--- src/rtl/mlfd_pkg.sv ---
// Shared types and constants for the marker/length frame deframer.
`default_nettype none

package mlfd_pkg;

  localparam int unsigned BYTE_W    = 8;
  localparam int unsigned LEN_W     = 16;
  localparam int unsigned FLEN_W    = 10;
  localparam int unsigned BSEEN_W   = 20;
  localparam int unsigned FSEEN_W   = 16;
  localparam int unsigned CFG_IDX_W = 1;

  localparam logic OP_BYTE    = 1'b0;
  localparam logic OP_RESTART = 1'b1;

  localparam logic [CFG_IDX_W-1:0] REG_START_ONE = 1'd0;
  localparam logic [CFG_IDX_W-1:0] REG_START_TWO = 1'd1;

  localparam logic [BYTE_W-1:0]  START_ONE_RST = 8'd148;
  localparam logic [BYTE_W-1:0]  START_TWO_RST = 8'd195;
  localparam logic [FSEEN_W-1:0] FRAMES_MAX    = 16'hFFFF;

  typedef struct packed {
    logic              op;
    logic [BYTE_W-1:0] rx_byte;
  } item_t;

  typedef struct packed {
    logic [BYTE_W-1:0]  payload_byte;
    logic               payload_valid;
    logic               last_of_frame;
    logic [FLEN_W-1:0]  frame_length;
    logic               length_rejected;
    logic [BSEEN_W-1:0] bytes_seen;
    logic [FSEEN_W-1:0] frames_seen;
  } result_t;

endpackage

`default_nettype wire

--- src/rtl/mlfd_in_stage.sv ---
// Input register for received items.
`default_nettype none

module mlfd_in_stage
  import mlfd_pkg::*;
(
  input  wire logic  clk,
  input  wire logic  rst_n,
  input  wire logic  in_valid,
  output logic       in_ready,
  input  wire item_t in_item,
  input  wire logic  advance,
  output logic       held_valid,
  output item_t      held_item
);

  logic  valid_r, valid_nxt;
  item_t item_r;

  assign in_ready   = !valid_r || advance;
  assign valid_nxt  = (in_valid && in_ready) || (valid_r && !advance);
  assign held_valid = valid_r;
  assign held_item  = item_r;

  always_ff @(posedge clk) begin
    if (!rst_n) begin
      valid_r <= 1'b0;
    end else begin
      valid_r <= valid_nxt;
    end
  end

  always_ff @(posedge clk) begin
    if (in_valid && in_ready) begin
      item_r <= in_item;
    end
  end

endmodule

`default_nettype wire

--- src/rtl/mlfd_core.sv ---
// Deframer state, marker registers and per-byte next-state logic.
`default_nettype none

module mlfd_core
  import mlfd_pkg::*;
#(
  parameter int unsigned MAX_PAYLOAD      = 512,
  parameter int unsigned BYTE_COUNT_LIMIT = 1000000
) (
  input  wire logic                 clk,
  input  wire logic                 rst_n,
  input  wire logic                 cfg_we,
  input  wire logic [CFG_IDX_W-1:0] cfg_index,
  input  wire logic [BYTE_W-1:0]    cfg_wdata,
  input  wire item_t                item,
  input  wire logic                 advance,
  output result_t                   result
);

  localparam int unsigned RC_W = $clog2(MAX_PAYLOAD + 1);
  localparam int unsigned BC_W = $clog2(BYTE_COUNT_LIMIT + 1);

  typedef enum logic [2:0] {
    PH_MARK1 = 3'd0,
    PH_MARK2 = 3'd1,
    PH_LENHI = 3'd2,
    PH_LENLO = 3'd3,
    PH_DATA  = 3'd4
  } phase_t;

  phase_t            phase_r, phase_nxt;
  logic [LEN_W-1:0]  length_r, length_nxt;
  logic [RC_W-1:0]   rcount_r, rcount_nxt;
  logic [BC_W-1:0]   bcount_r, bcount_nxt;
  logic [FSEEN_W-1:0] fcount_r, fcount_nxt;
  logic [BYTE_W-1:0] start_one_r, start_two_r;
  logic [LEN_W-1:0]  len_full;
  logic [RC_W-1:0]   rcount_inc;
  logic [31:0]       bcount_ext;

  assign len_full   = {length_r[LEN_W-1:BYTE_W], item.rx_byte};
  assign rcount_inc = rcount_r + 1'b1;

  always_comb begin
    phase_nxt  = phase_r;
    length_nxt = length_r;
    rcount_nxt = rcount_r;
    bcount_nxt = bcount_r;
    fcount_nxt = fcount_r;
    result     = '0;
    if (item.op == OP_RESTART) begin
      phase_nxt  = PH_MARK1;
      length_nxt = '0;
      rcount_nxt = '0;
      bcount_nxt = '0;
      fcount_nxt = '0;
    end else begin
      if (bcount_r < BC_W'(BYTE_COUNT_LIMIT)) begin
        bcount_nxt = bcount_r + 1'b1;
      end
      case (phase_r)
        PH_MARK2: begin
          phase_nxt = (item.rx_byte == start_two_r) ? PH_LENHI : PH_MARK1;
        end
        PH_LENHI: begin
          length_nxt = {item.rx_byte, {BYTE_W{1'b0}}};
          phase_nxt  = PH_LENLO;
        end
        PH_LENLO: begin
          length_nxt = len_full;
          if (len_full == '0 || len_full > LEN_W'(MAX_PAYLOAD)) begin
            result.length_rejected = 1'b1;
            phase_nxt              = PH_MARK1;
          end else begin
            rcount_nxt = '0;
            phase_nxt  = PH_DATA;
          end
        end
        PH_DATA: begin
          rcount_nxt           = rcount_inc;
          result.payload_byte  = item.rx_byte;
          result.payload_valid = 1'b1;
          result.frame_length  = length_r[FLEN_W-1:0];
          if (LEN_W'(rcount_inc) >= length_r) begin
            result.last_of_frame = 1'b1;
            if (fcount_r < FRAMES_MAX) begin
              fcount_nxt = fcount_r + 1'b1;
            end
            phase_nxt = PH_MARK1;
          end
        end
        default: begin
          phase_nxt = (item.rx_byte == start_one_r) ? PH_MARK2 : PH_MARK1;
        end
      endcase
    end
    bcount_ext         = 32'(bcount_nxt);
    result.bytes_seen  = bcount_ext[BSEEN_W-1:0];
    result.frames_seen = fcount_nxt;
  end

  always_ff @(posedge clk) begin
    if (!rst_n) begin
      phase_r     <= PH_MARK1;
      length_r    <= '0;
      rcount_r    <= '0;
      bcount_r    <= '0;
      fcount_r    <= '0;
      start_one_r <= START_ONE_RST;
      start_two_r <= START_TWO_RST;
    end else begin
      if (advance) begin
        phase_r  <= phase_nxt;
        length_r <= length_nxt;
        rcount_r <= rcount_nxt;
        bcount_r <= bcount_nxt;
        fcount_r <= fcount_nxt;
      end
      if (cfg_we) begin
        case (cfg_index)
          REG_START_ONE: start_one_r <= cfg_wdata;
          REG_START_TWO: start_two_r <= cfg_wdata;
          default: ;
        endcase
      end
    end
  end

  a_restart_clears: assert property (@(posedge clk) disable iff (!rst_n)
    advance && item.op == OP_RESTART |=>
      phase_r == PH_MARK1 && bcount_r == '0 && fcount_r == '0)
    else $error("restart did not clear deframer state");

  a_data_in_range: assert property (@(posedge clk) disable iff (!rst_n)
    phase_r == PH_DATA |-> LEN_W'(rcount_r) < length_r)
    else $error("payload count reached frame length while still in payload");

  a_payload_only_in_data: assert property (@(posedge clk) disable iff (!rst_n)
    result.payload_valid || result.last_of_frame |-> phase_r == PH_DATA)
    else $error("payload flagged outside the payload phase");

  a_reject_only_on_length: assert property (@(posedge clk) disable iff (!rst_n)
    result.length_rejected |-> phase_r == PH_LENLO && !result.payload_valid)
    else $error("length rejection outside the length phase");

  a_byte_count_step: assert property (@(posedge clk) disable iff (!rst_n)
    advance && item.op == OP_BYTE && bcount_r < BC_W'(BYTE_COUNT_LIMIT) |=>
      bcount_r == $past(bcount_r) + 1'b1)
    else $error("byte counter failed to step");

endmodule

`default_nettype wire

--- src/rtl/mlfd_out_stage.sv ---
// Result register towards the output channel.
`default_nettype none

module mlfd_out_stage
  import mlfd_pkg::*;
(
  input  wire logic    clk,
  input  wire logic    rst_n,
  input  wire logic    load,
  input  wire result_t result,
  output logic         can_load,
  output logic         out_valid,
  input  wire logic    out_ready,
  output result_t      out_result
);

  logic    valid_r, valid_nxt;
  result_t result_r;

  assign can_load   = !valid_r || out_ready;
  assign valid_nxt  = load || (valid_r && !out_ready);
  assign out_valid  = valid_r;
  assign out_result = result_r;

  always_ff @(posedge clk) begin
    if (!rst_n) begin
      valid_r <= 1'b0;
    end else begin
      valid_r <= valid_nxt;
    end
  end

  always_ff @(posedge clk) begin
    if (load) begin
      result_r <= result;
    end
  end

endmodule

`default_nettype wire

--- src/rtl/magic_length_frame_deframer_unit.sv ---
// Top level of the marker/length frame deframer.
//
// Input channel (in_valid/in_ready): one item per transfer, either a received
// byte (in_op clear) or a restart (in_op set) that clears the counters and
// returns the parser to marker hunting.
// Output channel (out_valid/out_ready): exactly one result per input item, in
// order: the payload byte with its valid and last flags, the frame length, a
// rejected-length flag and the byte and frame counters after that item.
// Configuration: cfg_we writes cfg_wdata into the marker byte picked by
// cfg_index (0 first marker, 1 second marker). The user writes it only while
// idle; the block itself does not enforce this. An item passes from the input
// register through the combinational state update into the result register.
// Throughput: one item per cycle while the receiver takes every result.
// Reset (rst_n low, synchronous): both stages empty, parser hunting, counters
// zero, markers back to 148 and 195.
// When the receiver stalls the result register holds; the input register then
// takes one more item and in_ready falls until the result is taken.
`default_nettype none

module magic_length_frame_deframer_unit
  import mlfd_pkg::*;
#(
  parameter int unsigned MAX_PAYLOAD      = 512,
  parameter int unsigned BYTE_COUNT_LIMIT = 1000000
) (
  input  wire logic                 clk,
  input  wire logic                 rst_n,
  input  wire logic                 cfg_we,
  input  wire logic [CFG_IDX_W-1:0] cfg_index,
  input  wire logic [BYTE_W-1:0]    cfg_wdata,
  input  wire logic                 in_valid,
  output logic                      in_ready,
  input  wire logic                 in_op,
  input  wire logic [BYTE_W-1:0]    in_rx_byte,
  output logic                      out_valid,
  input  wire logic                 out_ready,
  output logic [BYTE_W-1:0]         out_payload_byte,
  output logic                      out_payload_valid,
  output logic                      out_last_of_frame,
  output logic [FLEN_W-1:0]         out_frame_length,
  output logic                      out_length_rejected,
  output logic [BSEEN_W-1:0]        out_bytes_seen,
  output logic [FSEEN_W-1:0]        out_frames_seen
);

  item_t   in_item;
  item_t   held_item;
  logic    held_valid;
  logic    can_load;
  logic    advance;
  result_t core_result;
  result_t out_result;

  assign in_item.op      = in_op;
  assign in_item.rx_byte = in_rx_byte;
  assign advance         = held_valid && can_load;

  mlfd_in_stage u_in_stage (
    .clk        (clk),
    .rst_n      (rst_n),
    .in_valid   (in_valid),
    .in_ready   (in_ready),
    .in_item    (in_item),
    .advance    (advance),
    .held_valid (held_valid),
    .held_item  (held_item)
  );

  mlfd_core #(
    .MAX_PAYLOAD      (MAX_PAYLOAD),
    .BYTE_COUNT_LIMIT (BYTE_COUNT_LIMIT)
  ) u_core (
    .clk       (clk),
    .rst_n     (rst_n),
    .cfg_we    (cfg_we),
    .cfg_index (cfg_index),
    .cfg_wdata (cfg_wdata),
    .item      (held_item),
    .advance   (advance),
    .result    (core_result)
  );

  mlfd_out_stage u_out_stage (
    .clk        (clk),
    .rst_n      (rst_n),
    .load       (advance),
    .result     (core_result),
    .can_load   (can_load),
    .out_valid  (out_valid),
    .out_ready  (out_ready),
    .out_result (out_result)
  );

  assign out_payload_byte    = out_result.payload_byte;
  assign out_payload_valid   = out_result.payload_valid;
  assign out_last_of_frame   = out_result.last_of_frame;
  assign out_frame_length    = out_result.frame_length;
  assign out_length_rejected = out_result.length_rejected;
  assign out_bytes_seen      = out_result.bytes_seen;
  assign out_frames_seen     = out_result.frames_seen;

endmodule

`default_nettype wire

--- config.mk ---
export PLATFORM = sky130hd
export DESIGN_NAME = magic_length_frame_deframer_unit
export DESIGN_NICKNAME = d
export VERILOG_FILES = /design/src/rtl/mlfd_pkg.sv /design/src/rtl/mlfd_in_stage.sv /design/src/rtl/mlfd_core.sv /design/src/rtl/mlfd_out_stage.sv /design/src/rtl/magic_length_frame_deframer_unit.sv
export SDC_FILE = /design/constraint.sdc
export NUM_CORES = 1
export LEC_CHECK = 0
export BUFFER_PORTS_ARGS = -buffer_cell sky130_fd_sc_hd__buf_2
export CAP_MARGIN = 20
export CORE_MARGIN = 5
export CORE_UTILIZATION = 53
export CTS_CLUSTER_DIAMETER = 80
export DETAILED_ROUTE_END_ITERATION = 6
export PLACE_DENSITY = 0.74
export RECOVER_POWER = 25
export SETUP_SLACK_MARGIN = 0.1
export SKIP_LAST_GASP = 1
export SYNTH_ARGS = -nofsm -noshare
export SYNTH_HDL_FRONTEND = slang
export SYNTH_SLANG_ARGS = --single-unit
--- constraint.sdc ---
create_clock -name clk -period 3.8 [get_ports clk]
set_input_delay 0.76 -clock clk [delete_from_list [all_inputs] [get_ports clk]]
set_output_delay 0.76 -clock clk [all_outputs]
set_load 0.03 [all_outputs]
# After elaboration in Yosys (flattened, before gate mapping)
# Index checks and enable logic that the tools add are counted.
[op_classes]
n_addsub = 3
n_lt_le_gt_ge = 4
n_eq_ne = 9
mux = 20
n_bitwise = 3
n_reduce_logical = 25
[ops]
columns = ["cell", "count"]
rows = [
  ["16-bit 2-to-1 mux", 5],
  ["20-bit 2-to-1 mux", 2],
  ["16-bit case mux with 2 select lines", 1],
  ["20-bit by 1-bit adder with 20-bit output (second input constant)", 1],
  ["20-bit less-than comparator (second input constant)", 1],
  ["10-bit 2-to-1 mux", 2],
  ["10-bit case mux with 2 select lines", 1],
  ["16-bit by 1-bit adder with 16-bit output (second input constant)", 1],
  ["8-bit equality test", 2],
  ["10-bit by 16-bit greater-or-equal comparator with 1-bit output", 1],
  ["16-bit by 10-bit > comparator with 1-bit output (second input constant)", 1],
  ["16-bit zero test", 1],
  ["16-bit less-than comparator (second input constant)", 1],
  ["12-bit 2-to-1 mux", 1],
  ["3-bit case mux with 4 select lines", 1],
  ["10-bit by 1-bit adder with 10-bit output (second input constant)", 1],
  ["3-bit 2-to-1 mux", 3],
  ["2-bit AND reduction", 4],
  ["3-bit by 2-bit equality test with 1-bit output (second input constant)", 2],
  ["3-bit AND reduction", 2],
  ["3-bit nonzero test", 2],
  ["1-bit logical OR", 5],
  ["1-bit logical AND", 4],
  ["1-bit zero test", 4],
  ["10 further kinds", 15],
]
[word_totals]
regBits = 149
inputBits = 23
out_inout_bits = 59

# Depth between registers and ports, before layout
# Gate-level depths: netlist of run 1.
[depth]
word_depth = 6
depth_mapped = 13
depth_no_buf = 12

# By module
# Synthesis of run 1 repeated with hierarchy kept, for this count alone.
[hier_totals]
cells_unflattened = 759
area_unflattened_um2 = 7211.9
[by_module_without_submodules]
columns = ["module", "n_inst", "cells_per_inst", "area_per_inst_um2", "seq_area_each_um2"]
rows = [
  ["mlfd_core", 1, 683, 5117.4, 1621.6],
  ["mlfd_out_stage", 1, 61, 1760.4, 1731.7],
  ["mlfd_in_stage", 1, 14, 327.8, 290.3],
  ["magic_length_frame_deframer_unit", 1, 1, 6.3, 0.0],
]

# Worst setup path after synthesis of run 1
# OpenSTA, ideal clock, no wires.
[synth_timing]
path_type = "input -> register"
from = "in out_ready"
to = "reg u_core.bcount_r[5]"
t_arrival_ns = 3.511
t_required_ns = 3.672
slack_ns = 0.161
path_stages = 7
path_cell_list = "nand2b_1 -> nand2_1 -> clkinv_1 -> clkbuf_1 -> o21ai_0 -> a22oi_1 -> nor2_1"
[synth_between]
elab_chain_cells = 2
[synth_lines]
columns = ["item", "line", "source"]
rows = [
  ["start, declared", "magic_length_frame_deframer_unit.sv:36", "input wire logic out_ready,"],
  ["1-bit logical OR", "mlfd_out_stage.sv:20", "assign can_load = !valid_r || out_ready;"],
  ["1-bit logical AND", "magic_length_frame_deframer_unit.sv:56", "assign advance = held_valid && can_load;"],
  ["named net advance", "magic_length_frame_deframer_unit.sv:50", "logic advance;"],
  ["end signal, assigned", "mlfd_core.sv:116", "bcount_r <= bcount_nxt;"],
  ["end, declared", "mlfd_core.sv:34", "logic [BC_W-1:0] bcount_r, bcount_nxt;"],
]
# The timed path passes the listed nets, and every way through them passes these cells.
# A chain may end at the register's enable or synchronous reset.

# Worst setup path in the final report of run 1
[layout_timing]
from = "reg u_core.rcount_r[2]"
to = "reg u_core.fcount_r[8]"
[layout_between]
elab_chain_cells = 5
[layout_lines]
columns = ["item", "line", "source"]
rows = [
  ["start, declared", "mlfd_core.sv:33", "logic [RC_W-1:0] rcount_r, rcount_nxt;"],
  ["start signal, assigned", "mlfd_core.sv:115", "rcount_r <= rcount_nxt;"],
  ["10-bit by 1-bit adder with 10-bit output", "mlfd_core.sv:42", "assign rcount_inc = rcount_r + 1'b1;"],
  ["10-bit by 16-bit greater-or-equal comparator with 1-bit output", "mlfd_core.sv:84", "if (LEN_W'(rcount_inc) >= length_r) begin"],
  ["16-bit 2-to-1 mux", "mlfd_core.sv:84", ""],
  ["16-bit 2-to-1 mux", "mlfd_core.sv:61", "case (phase_r)"],
  ["16-bit 2-to-1 mux", "mlfd_core.sv:51", "if (item.op == OP_RESTART) begin"],
  ["end signal, assigned", "mlfd_core.sv:117", "fcount_r <= fcount_nxt;"],
  ["end, declared", "mlfd_core.sv:35", "logic [FSEEN_W-1:0] fcount_r, fcount_nxt;"],
]
# Every way passes these cells.

==> summary.md, run 1 <==
| Metric | Value |
|---|---|
| Routed wl met3 | about 1.1 mm |
| DRC viols | 0 |
| Maximum VDD drop | between 0.3 and 0.4 mV |
| Via count | 6083 |
| Max Clk Rate | 288.1 MHz |
| Synthesized area | 0.007231 mm^2 |
| CP Capture Type | flip-flop |
| Initial Utilization | 54.39% |
| Sink Count | 149 |
| Final setup margin | 0.3286 ns |
| Antenna viol nets, final | 0 |
| Crit path max-delay family | simple AND/OR/NAND/NOR gates |
| Clk buf depth | 2 |
| Switching Power | 874.5 uW |
| Beginning of the critical path | u_core.rcount_r[2]$_SDFFE_PN0P_ |
| Vias in the first global route | around 6100 |
| Most common cell after layout, fill and taps aside | nor2_1 |
| Reg clk slew, reported paths | around 0.06 ns |
| Gate power share | 6.2% |
| R2r setup slk | 0.33 ns |
| Slowest CP cell | or4_1 |
| Crit-path max cell delay | 0.53 ns |
| First-pass GRT wire length | 28.59 mm |
| R2R cell count | 12 |
| Final critical-path required period | ~3.5 ns |
| Dpl ws | 0.2874 ns |
| Worst hold path type | reg2reg |
| I/O pin count | 82 |
| Core Footprint | between 0.01 and 0.015 mm^2 |
| Yosys reg bits | around 150 |
| Slew Viols, Final | 57 |
| Total GRT Usage | a little over a fifth |
| CTS root buffer | clkbuf_16 |
| Share of flip-flops with an asynchronous set or reset after synthesis | 0% |
| Worst min-delay path startpoint | u_core.start_one_r[3]$_SDFFE_PN0P_ |
| CP Buf/Inv Count | 1 |
| Setup TNS | 0 ns |
| Wire per inst | 16.46 um |
| Resize count post-CTS | 0 |
| Critical path type | reg2reg |
| CTS buffer count | 17 |
| Placer congestion estimate | roughly 0.91 |
| Worst path depth | 12 |
| Worst Tran Pin Value | 2.660 ns |
| Avg Cell Area, Syn | 9.258 um^2 |
| Detail Route met2 WL | 8.695 mm |
| Switching share of power | 22.90% |
| Clock Latency Late Sink | ~0.43 ns |
| Synth Flop Type | dfxtp_1 |
| Hold endpoint | u_core.start_one_r[3]$_SDFFE_PN0P_ |
| Failing checks | max-capacitance violations, max-slew violations |
| Diodes inserted | 0 |
| Post-Syn Instances | 781 |
| Layout cells sized above 1 | 15.60% |
| Cell internal pwr | 2945 uW |
| Pwr Total | around 3800 uW |
| Status | finished with violations |
| Max Cap Violations | 1 |
| Top sig layer | met4 |
| Post-synthesis sequential area ratio | 50.39% |
| WP data required | about 4.1 ns |
| Netlist cell types | 67 |
| Area delta synth->final | 15.97% |
| Lkg Pwr | roughly 0.0030 uW |
| Ys Warns | 0 |
| CP Max Fanout | 18 |
| Fin cells | around 1000 |
| Clk pwr share | 48.2% |
| RSZ-0062 raised after global routing | false |
| Final hold vios | 0 |
| Die ar. | 0.01608 mm^2 |
| Placed instance count | 1001 |
| Post-DP HPWL | roughly 12 mm |
| DRT Pass-1 Iters | 7 |
| WL final | 17.03 mm |
| Syn Nets | around 820 |
| # nets final | around 880 |
| R2r startpoint | u_core.rcount_r[2]$_SDFFE_PN0P_ |
| Met1 WL | 6.974 mm |
| Fin crit share | between 90 and 100% |
| Slew margin rel. | -77.37% |
| Cells along the critical path | and3_1, nand3_1, or2_2, xnor2_1, ha_1, nand2_1, or3_1, o211ai_2, buf_4, nand2_1, or4_1, a31oi_1 |
| Die H | 126.8 um |
| 1st-iter DRT viols | approximately 530 |
| Row Count | 42 |
| # setup viols final | 0 |
| Critical Path AT | 3.79 ns |
| Final Skew | 0.01367 ns |
| Startpoint type of the worst setup path | flip-flop |
| Post-synth EDFFs | 66 |
| Hold Crit Depth | 2 |
| H-tree levels | 4 |
| Seq pwr share | 45.6% |
| Total grt overflow | 0 |
| Number of port buffers | 81 |
| Chip width | around 130 um |
| TritonCTS clock tree | built |
| Cell mode on critical path | nand2_1 |
| Reg2reg end | u_core.fcount_r[8]$_SDFFE_PN0P_ |
| Most frequent cells in the layout | 93 x nor2_1, 86 x nand2_1, 83 x dfxtp_1, 79 x buf_2, 66 x edfxtp_1 |
| Cell area power density | 455.5 mW/mm^2 |
| Initial antenna violation count | 0 |
| Fillers | 1086 |
| DR vias/cell | 5.877 |
| Largest net degree at the start of global routing | between 60 and 70 |
repair_timing:
action,in CTS,in global routing
endpoints found under the setup margin,0,5
hold buffers,0,0
setup buffers,0,2
endpoints found under the hold margin,0,0
power groups by stage:
stage	logic (uW)	registers, uW	clock network, uW
after detailed placement	239	1780	0
after global placement	233	1770	0
after floorplan	110	1830	0
after global routing	259	1740	1930
after CTS	240	1740	1860
final	237	1740	1840
sequential cells by signal, indices dropped and copies added, names as in the netlist:
name                    cells
u_core.bcount_r            20
u_core.length_r            16
u_core.phase_r              3
u_out_stage.out_valid       1
u_core.start_two_r          8
u_core.rcount_r            10
u_core.start_one_r          8
u_out_stage.out_result     57
u_core.fcount_r            16
u_in_stage.held_valid       1
u_in_stage.held_item        9
stage by stage:
step           util (%)  hold WS [ns]  instance area, um^2
2_1_floorplan         -        0.4481                 7231
6_report          63.07        0.4682                 8386
3_3_place_gp      58.13        0.4567                 7729
5_1_grt           63.07        0.4904                 8386
4_1_cts           63.01        0.4700                 8377
3_5_place_dp      58.13        0.4614                 7729
cell type report:
cell class / count / area [um^2] / share of cell area (%)
multi-input combinational: 570 / 3343 / 39.87
inverter: 19 / 71.32 / 0.8505
timing repair buffer: 89 / 459.2 / 5.476
sequential: 149 / 3643 / 43.45
clock buffer: 17 / 425.4 / 5.073
tap: 176 / 220.2 / 2.626
clock inverter: 15 / 222.7 / 2.656
cell families (layout without fill, tap and decap cells):
family | Yosys count | in the layout | share of synthesized area [%]
multiplexers | 4 | 4 | 0.5883
XOR/XNOR | 48 | 48 | 5.814
adder cells (fa/ha/maj) | 13 | 13 | 2.250
AND/OR/NAND/NOR | 342 | 342 | 23.29
flip-flops | 149 | 149 | 50.39
AO/OA/AOI/OAI | 163 | 163 | 14.29
buffers and inverters | 62 | 140 | 3.374
worst max path at each step:
| stage | to |
|---|---|
| floorplan | u_core.bcount_r[5]$_SDFFE_PN0P_ |
| global placement | u_core.fcount_r[4]$_SDFFE_PN0P_ |
| detailed placement | u_core.fcount_r[4]$_SDFFE_PN0P_ |
| CTS | u_core.fcount_r[4]$_SDFFE_PN0P_ |
| global route | u_core.fcount_r[8]$_SDFFE_PN0P_ |
| finish | u_core.fcount_r[8]$_SDFFE_PN0P_ |
worst min-delay path: cells and delay by family, from the launching register on:
kind | cells | cell delay [ns]
flops | 1 | 0.32
simple gates | 1 | 0.05
compound gates | 1 | 0.05
routing by layer:
metal	vias up	global-route usage [%]
li1	2960	-
met1	2855	25.42
met2	234	38.67
met3	34	5.002
met4	0	8.707
met5	-	0
Yosys cell counts, drive strengths merged, types with 20 or more instances:
cell / count / area (um^2)
a21oi: 65 / 325.3
nor2: 93 / 349.1
or3: 20 / 125.1
clkbuf: 32 / 121.4
nor3: 39 / 206.5
xor2: 33 / 289.0
nand2: 88 / 345.3
dfxtp: 83 / 1662
o21ai: 32 / 160.1
nand3: 44 / 225.2
edfxtp: 66 / 1982
Note: power is estimated with default switching activity, not from simulation.
==> run 2: changes to the inputs <==
--- a/config.mk
+++ b/config.mk
@@ -7,11 +7,12 @@
 export LEC_CHECK = 0
 export BUFFER_PORTS_ARGS = -buffer_cell sky130_fd_sc_hd__buf_2
 export CAP_MARGIN = 20
+export CORE_ASPECT_RATIO = 0.8
 export CORE_MARGIN = 5
-export CORE_UTILIZATION = 53
+export CORE_UTILIZATION = 50
 export CTS_CLUSTER_DIAMETER = 80
 export DETAILED_ROUTE_END_ITERATION = 6
-export PLACE_DENSITY = 0.74
+export PLACE_DENSITY = 0.71
 export RECOVER_POWER = 25
 export SETUP_SLACK_MARGIN = 0.1
 export SKIP_LAST_GASP = 1
==> summary.md, run 2 (synthesized netlist as in run 1, its figures left out) <==
| Metric | Value |
|---|---|
| CTS buffer count | 17 (unchanged) |
| DR vias/cell | 5.845 (-0.54%) |
| Cell internal pwr | 2707 uW (-8.1%) |
| Final Skew | 0.01162 ns (-0.002052 ns) |
| Area delta synth->final | 15.24% |
| I/O pin count | 82 (unchanged) |
| # nets final | 886 (+0.45%) |
| Slew margin rel. | -84.98% (-7.6 points) |
| Largest net degree at the start of global routing | 69 (unchanged) |
| Layout cells sized above 1 | 15.41% (-0.19 points) |
| Beginning of the critical path | u_core.rcount_r[2]$_SDFFE_PN0P_ |
| CTS Hold Bufs | 0 (unchanged) |
| Fin cells | 1047 (+1.2%) |
| WP data required | 4.11 ns (about the same) |
| Failing checks | max-capacitance violations, max-slew violations |
| Diodes inserted | 0 (unchanged) |
| Pwr Total | 3578 uW (-6.3%) |
| Worst hold path type | reg2reg |
| Critical Path AT | 3.85 ns (+0.06 ns) |
| Post-DP HPWL | 11.94 mm (+0.38%) |
| R2r setup slk | 0.26 ns (-0.07 ns) |
| Total GRT Usage | 21.14% (-0.64 points) |
| Gate power share | 6.7% (+0.5 points) |
| Lkg Pwr | 0.002972 uW (-1.6%) |
| WL final | 17.62 mm (+3.4%) |
| Fillers | 1234 (+14%) |
| Chip width | 144.5 um (+14%) |
| Via count | 6120 (+0.61%) |
| CP Max Fanout | 18 (unchanged) |
| Fin crit share | 93.08% (+1.7 points) |
| Most common cell after layout, fill and taps aside | nor2_1 |
| CTS root buffer | clkbuf_16 |
| Max Cap Violations | 1 (unchanged) |
| Initial antenna violation count | 0 (unchanged) |
| WHS | 0.4714 ns (+0.003268 ns) |
| Startpoint type of the worst setup path | flip-flop |
| Seq pwr share | 48.6% (+3.0 points) |
| R2r startpoint | u_core.rcount_r[2]$_SDFFE_PN0P_ |
| Top sig layer | met4 |
| Maximum VDD drop | 0.3283 mV (+5.5%) |
| Clk buf depth | 2 (unchanged) |
| Placer congestion estimate | 0.8833 (-3.1%) |
| Cell area power density | 429.4 mW/mm^2 (-5.7%) |
| Worst Setup EP | u_core.fcount_r[8]$_SDFFE_PN0P_ |
| Switching share of power | 24.34% (+1.4 points) |
| Slew Viols, Final | 57 (unchanged) |
| CP Capture Type | flip-flop |
| Setup TNS | 0 ns (unchanged) |
| Reg2reg end | u_core.fcount_r[8]$_SDFFE_PN0P_ |
| RSZ-0062 raised after global routing | false |
| Antenna viol nets, final | 0 (unchanged) |
| # setup viols final | 0 (unchanged) |
| Worst Tran Pin Value | 2.775 ns (+0.1143 ns) |
| H-tree levels | 4 (unchanged) |
| Reg clk slew, reported paths | 0.06 ns (about the same) |
| Placed instance count | 1012 (+1.1%) |
| Final critical-path required period | 3.537 ns (+0.06567 ns) |
| Max reg flops | 57 (unchanged) |
| Most frequent cells in the layout | 93 x nor2_1, 86 x nand2_1, 83 x dfxtp_1, 75 x buf_2, 66 x edfxtp_1 |
| Number of port buffers | 81 (unchanged) |
| Initial Utilization | 50.75% (-3.6 points) |
| Final hold vios | 0 (unchanged) |
| Total grt overflow | 0 (unchanged) |
| TritonCTS clock tree | built |
| Max Clk Rate | 282.7 MHz (-1.9%) |
| Routed wl met3 | 1.257 mm (+20%) |
| Switching Power | 871.0 uW (-0.40%) |
| Clk pwr share | 44.6% (-3.6 points) |
| Status | finished with violations |
| Sink Count | 149 (unchanged) |
| Clock Latency Late Sink | 0.43 ns (about the same) |
| DRT Pass-1 Iters | 5 (-2) |
| Detail Route met2 WL | 8.023 mm (-7.7%) |
| Row Count | 39 (-7.1%) |
| First-pass GRT wire length | 29.01 mm (+1.4%) |
| Core Footprint | 0.01425 mm^2 (+7.2%) |
| R2R cell count | 12 (unchanged) |
| Wire per inst | 16.83 um (+2.3%) |
| Vias in the first global route | 5723 (-5.4%) |
| 1st-iter DRT viols | 669 (+25%) |
| DRC viols | 0 (unchanged) |
| Met1 WL | 8.123 mm (+16%) |
| Critical path type | reg2reg |
| Util after Layout | 58.48% (-4.6 points) |
| Die H | 117.6 um (-7.3%) |
| Die ar. | 0.01698 mm^2 (+5.6%) |
run 2: cell count changes in the layout (fill, tap and decap cells not counted), moves of 2 or more:
cell,previous run,this run
clkbuf_8,0,2
clkbuf_1,3,10
buf_2,79,75
bufinv_16,5,1
clkinv_2,1,3
inv_6,5,2
clkinvlp_4,1,5
run 2: area by class of cell:
class	instances	area [um^2]	share of cell area, %
multi-input cells	570	3347	40.17
clock inverters	12	103.9	1.246
well taps	184	230.2	2.763
repair buffers	93	480.5	5.766
flip-flops and latches	149	3643	43.72
clock buffers	20	456.7	5.480
inverters	19	71.32	0.8559
run 2: stage by stage:
| step | cell area (um^2) | setup WS, ns |
|---|---|---|
| 2_1_floorplan | 7231 | 0.1615 |
| 3_3_place_gp | 7761 | 0.3371 |
| 3_5_place_dp | 7761 | 0.1778 |
| 4_1_cts | 8322 | 0.1177 |
| 5_1_grt | 8333 | 0.06006 |
| 6_report | 8333 | 0.2629 |
run 2: worst max-delay path, stage by stage (launching register included):
cell      delay (ns)
dfxtp_1         0.42
and3_1          0.24
nand3_1         0.17
or2_2           0.38
xnor2_1         0.14
ha_1            0.30
nand2_1         0.07
or3_1           0.39
o211ai_2        0.20
buf_6           0.22
nand2_1         0.14
or4_1           0.55
a31oi_1         0.19
run 2: layer usage:
layer	track usage (%)	vias up
met2	32.44	250
met5	0	-
met1	29.54	2890
met3	6.336	21
li1	-	2959
met4	4.720	0
run 2: worst min-delay path by stage:
stage | start | to | slack (ns) | depth (start not counted)
floorplan | u_core.start_one_r[0]$_SDFFE_PN0P_ | u_core.start_one_r[0]$_SDFFE_PN0P_ | 0.45 | 2
CTS | u_core.start_one_r[1]$_SDFFE_PN0P_ | u_core.start_one_r[1]$_SDFFE_PN0P_ | 0.47 | 2
global route | in_rx_byte[3] | u_in_stage.held_item[3]$_DFFE_PP_ | 0.48 | 1
detailed placement | u_core.start_one_r[1]$_SDFFE_PN0P_ | u_core.start_one_r[1]$_SDFFE_PN0P_ | 0.46 | 2
global placement | u_core.start_two_r[3]$_SDFFE_PN0P_ | u_core.start_two_r[3]$_SDFFE_PN0P_ | 0.46 | 2
finish | u_core.start_two_r[2]$_SDFFE_PN0P_ | u_core.start_two_r[2]$_SDFFE_PN0P_ | 0.47 | 2
run 2: timing repair:
action | in CTS | in global routing
endpoints found under the hold margin | 0 | 0
setup endpoints to repair | 0 | 16
buffers inserted | 0 | 3
resized for setup | 0 | 2
run 2: power by group through the flow:
stage | Combinational (uW) | Sequential [uW] | Clock, uW
6_report | 241 | 1740 | 1600
5_1_grt | 260 | 1740 | 1690
4_1_cts | 241 | 1740 | 1620
3_5_place_dp | 241 | 1770 | 0
3_3_place_gp | 236 | 1770 | 0
2_1_floorplan | 110 | 1830 | 0
==> run 3: changes to the inputs <==
--- a/config.mk
+++ b/config.mk
@@ -16,6 +16,7 @@
 export RECOVER_POWER = 25
 export SETUP_SLACK_MARGIN = 0.1
 export SKIP_LAST_GASP = 1
+export SLEW_MARGIN = 5
 export SYNTH_ARGS = -nofsm -noshare
 export SYNTH_HDL_FRONTEND = slang
 export SYNTH_SLANG_ARGS = --single-unit
==> constraint.sdc (replaced) <==
create_clock -name clk -period 3.2 [get_ports clk]
set_input_delay 0.64 -clock clk [delete_from_list [all_inputs] [get_ports clk]]
set_output_delay 0.64 -clock clk [all_outputs]
set_load 0.03 [all_outputs]
==> summary.md, run 3 (synthesized netlist as in run 1, its figures left out) <==
| Metric | Value |
|---|---|
| Cells along the critical path | and3_4, nand3_2, or2_4, xnor2_1, ha_1, nand2_1, or3_4, o211ai_4, buf_12, nand3_2, or4_1, nand2_1 |
| Startpoint type of the worst setup path | flip-flop |
| Hold Crit Depth | 1 (-1) |
| CTS root buffer | clkbuf_16 |
| Worst hold path type | in2reg |
| DR vias/cell | 5.807 (-0.65%) |
| Final Skew | 0.009030 ns (-0.002591 ns) |
| Vias in the first global route | 5824 (+1.8%) |
| First-pass GRT wire length | 29.33 mm (+1.1%) |
| CTS Hold Bufs | 0 (unchanged) |
| Fillers | 1263 (+2.4%) |
| Initial Utilization | 50.75% (unchanged) |
| Largest net degree at the start of global routing | 38 (-45%) |
| Slowest CP cell | or4_1 |
| Worst Tran Pin Value | 1.023 ns (-1.752 ns) |
| Status | finished, final reports clean |
| Max reg flops | 57 (unchanged) |
| Critical path type | reg2reg |
| CP Max Fanout | 7 (-11) |
| Critical Path AT | 3.32 ns (-0.53 ns) |
| RSZ-0062 raised after global routing | false |
| Maximum VDD drop | 0.4113 mV (+25%) |
| Die ar. | 0.01698 mm^2 (unchanged) |
| WP data required | 3.50 ns (-0.61 ns) |
| Cell area power density | 514.4 mW/mm^2 (+20%) |
| 1st-iter DRT viols | 532 (-20%) |
| Most common cell after layout, fill and taps aside | nor2_1 |
| TritonCTS clock tree | built |
| Chip width | 144.5 um (unchanged) |
| Slew margin rel. | 31.83% (+120 points) |
| Pwr Total | 4489 uW (+25%) |
| Worst path depth | 12 (unchanged) |
| WHS | 0.3871 ns (-0.08431 ns) |
| Lkg Pwr | 0.003184 uW (+7.1%) |
| Wire per inst | 17.05 um (+1.3%) |
| Most frequent cells in the layout | 92 x nor2_1, 84 x nand2_1, 80 x buf_2, 80 x dfxtp_1, 66 x edfxtp_1 |
| Area delta synth->final | 20.70% |
| H-tree levels | 4 (unchanged) |
| Placer congestion estimate | 0.8931 (+1.1%) |
| Total grt overflow | 0 (unchanged) |
| I/O pin count | 82 (unchanged) |
| Post-DP HPWL | 12.33 mm (+3.3%) |
| Sink Count | 149 (unchanged) |
| Post-DP Area | 0.007878 mm^2 (+1.5%) |
| Row Count | 39 (unchanged) |
| Via count | 6231 (+1.8%) |
| DRT Pass-1 Iters | 6 (+1) |
| Number of port buffers | 81 (unchanged) |
| Crit path max-delay family | simple AND/OR/NAND/NOR gates |
| CTS buffer count | 17 (unchanged) |
| Antenna viol nets, final | 0 (unchanged) |
| # nets final | 912 (+2.9%) |
| Max Clk Rate | 330.9 MHz (+17%) |
| CP Buf/Inv Count | 1 (unchanged) |
| Die H | 117.6 um (unchanged) |
| Max Cap Violations | 0 (-1) |
| Reg clk slew, reported paths | 0.06 ns (about the same) |
| R2R cell count | 12 (unchanged) |
| Layout cells sized above 1 | 19.80% (+4.4 points) |
| Final hold vios | 0 (unchanged) |
| Core Footprint | 0.01425 mm^2 (unchanged) |
| DRC viols | 0 (unchanged) |
| Initial antenna violation count | 0 (unchanged) |
| Diodes inserted | 0 (unchanged) |
| # setup viols final | 0 (unchanged) |
| Fin area | 0.008727 mm^2 (+4.7%) |
| Crit-path max cell delay | 0.51 ns (-0.04 ns) |
| WL final | 18.29 mm (+3.8%) |
| Fin crit share | 94.44% (+1.4 points) |
| Final critical-path required period | 3.022 ns (-0.5149 ns) |
| Total GRT Usage | 21.35% (+0.21 points) |
| Clock Latency Late Sink | 0.43 ns (about the same) |
| CP Capture Type | flip-flop |
| Clk buf depth | 2 (unchanged) |
| Slew Viols, Final | 0 (-100%) |
[run 3: per-layer routing]
metal / vias up / routed length, um / global-route usage (%) / part of all wire [%]
met2: 204 / 8415 / 32.55 / 46
met5: - / 0 / 0 / 0
li1: 3007 / - / - / -
met4: 0 / 260 / 6.352 / 1.4
met3: 26 / 1092 / 5.646 / 6.0
met1: 2994 / 8523 / 29.79 / 47
[run 3: worst register-to-register path, delay by kind of cell, from the launching register on]
kind	cells	cell delay (ns)
AOI/OAI and AO/OA	1	0.25
xor gates and xnor gates	1	0.14
adders and majority gates	1	0.30
buffers and inverters	1	0.17
DFF	1	0.34
and+or+nand+nor	8	1.69
[run 3: power breakdown]
part	internal, uW	switching, uW	total (uW)	leakage (uW)
clock network	1370	756	2130	0.000315
registers	2040	30.6	2070	0.00129
logic	76.7	217	293	0.00158
[run 3: final cells by class]
type                            instances  area (um^2)  area share [%]
Clock buffer                           26        564.3           6.466
Clock inverter                          6        81.33          0.9319
Inverter                               19        71.32          0.8172
Multi-Input combinational cell        570         3417           39.15
Sequential cell                       149         3647           41.79
Tap cell                              184        230.2           2.638
Timing Repair Buffer                  119        715.7           8.201
[run 3: what timing repair did]
item                       4_1_cts  5_1_grt
gates resized for setup          7       13
pin swaps                        4       15
buffers inserted                 5       10
hold endpoints to repair         0        0
setup endpoints to repair       15       28
cloned                           1        1
[run 3: worst paths after layout]
path,startpoint,endpoint,slack [ns]
min,in_rx_byte[3],u_in_stage.held_item[3]$_DFFE_PP_,0.39
min reg2reg,u_core.start_two_r[2]$_SDFFE_PN0P_,u_core.start_two_r[2]$_SDFFE_PN0P_,0.47
max reg2reg,u_core.rcount_r[4]$_SDFFE_PN0P_,u_out_stage.out_result[8]$_DFFE_PP_,0.18
max,u_core.rcount_r[4]$_SDFFE_PN0P_,u_out_stage.out_result[8]$_DFFE_PP_,0.18
[run 3: through the flow]
stage / setup WS, ns / setup TNS, ns / util, % / instances
4_1_cts: 0.09586 / 0 / 60.48 / 1062
6_report: 0.1778 / 0 / 61.25 / 1073
3_3_place_gp: 0.06792 / 0 / 55.29 / 1024
3_5_place_dp: -0.01115 / -0.01115 / 55.29 / 1024
5_1_grt: 0.06436 / 0 / 61.25 / 1073
2_1_floorplan: 0.1006 / 0 / - / 781
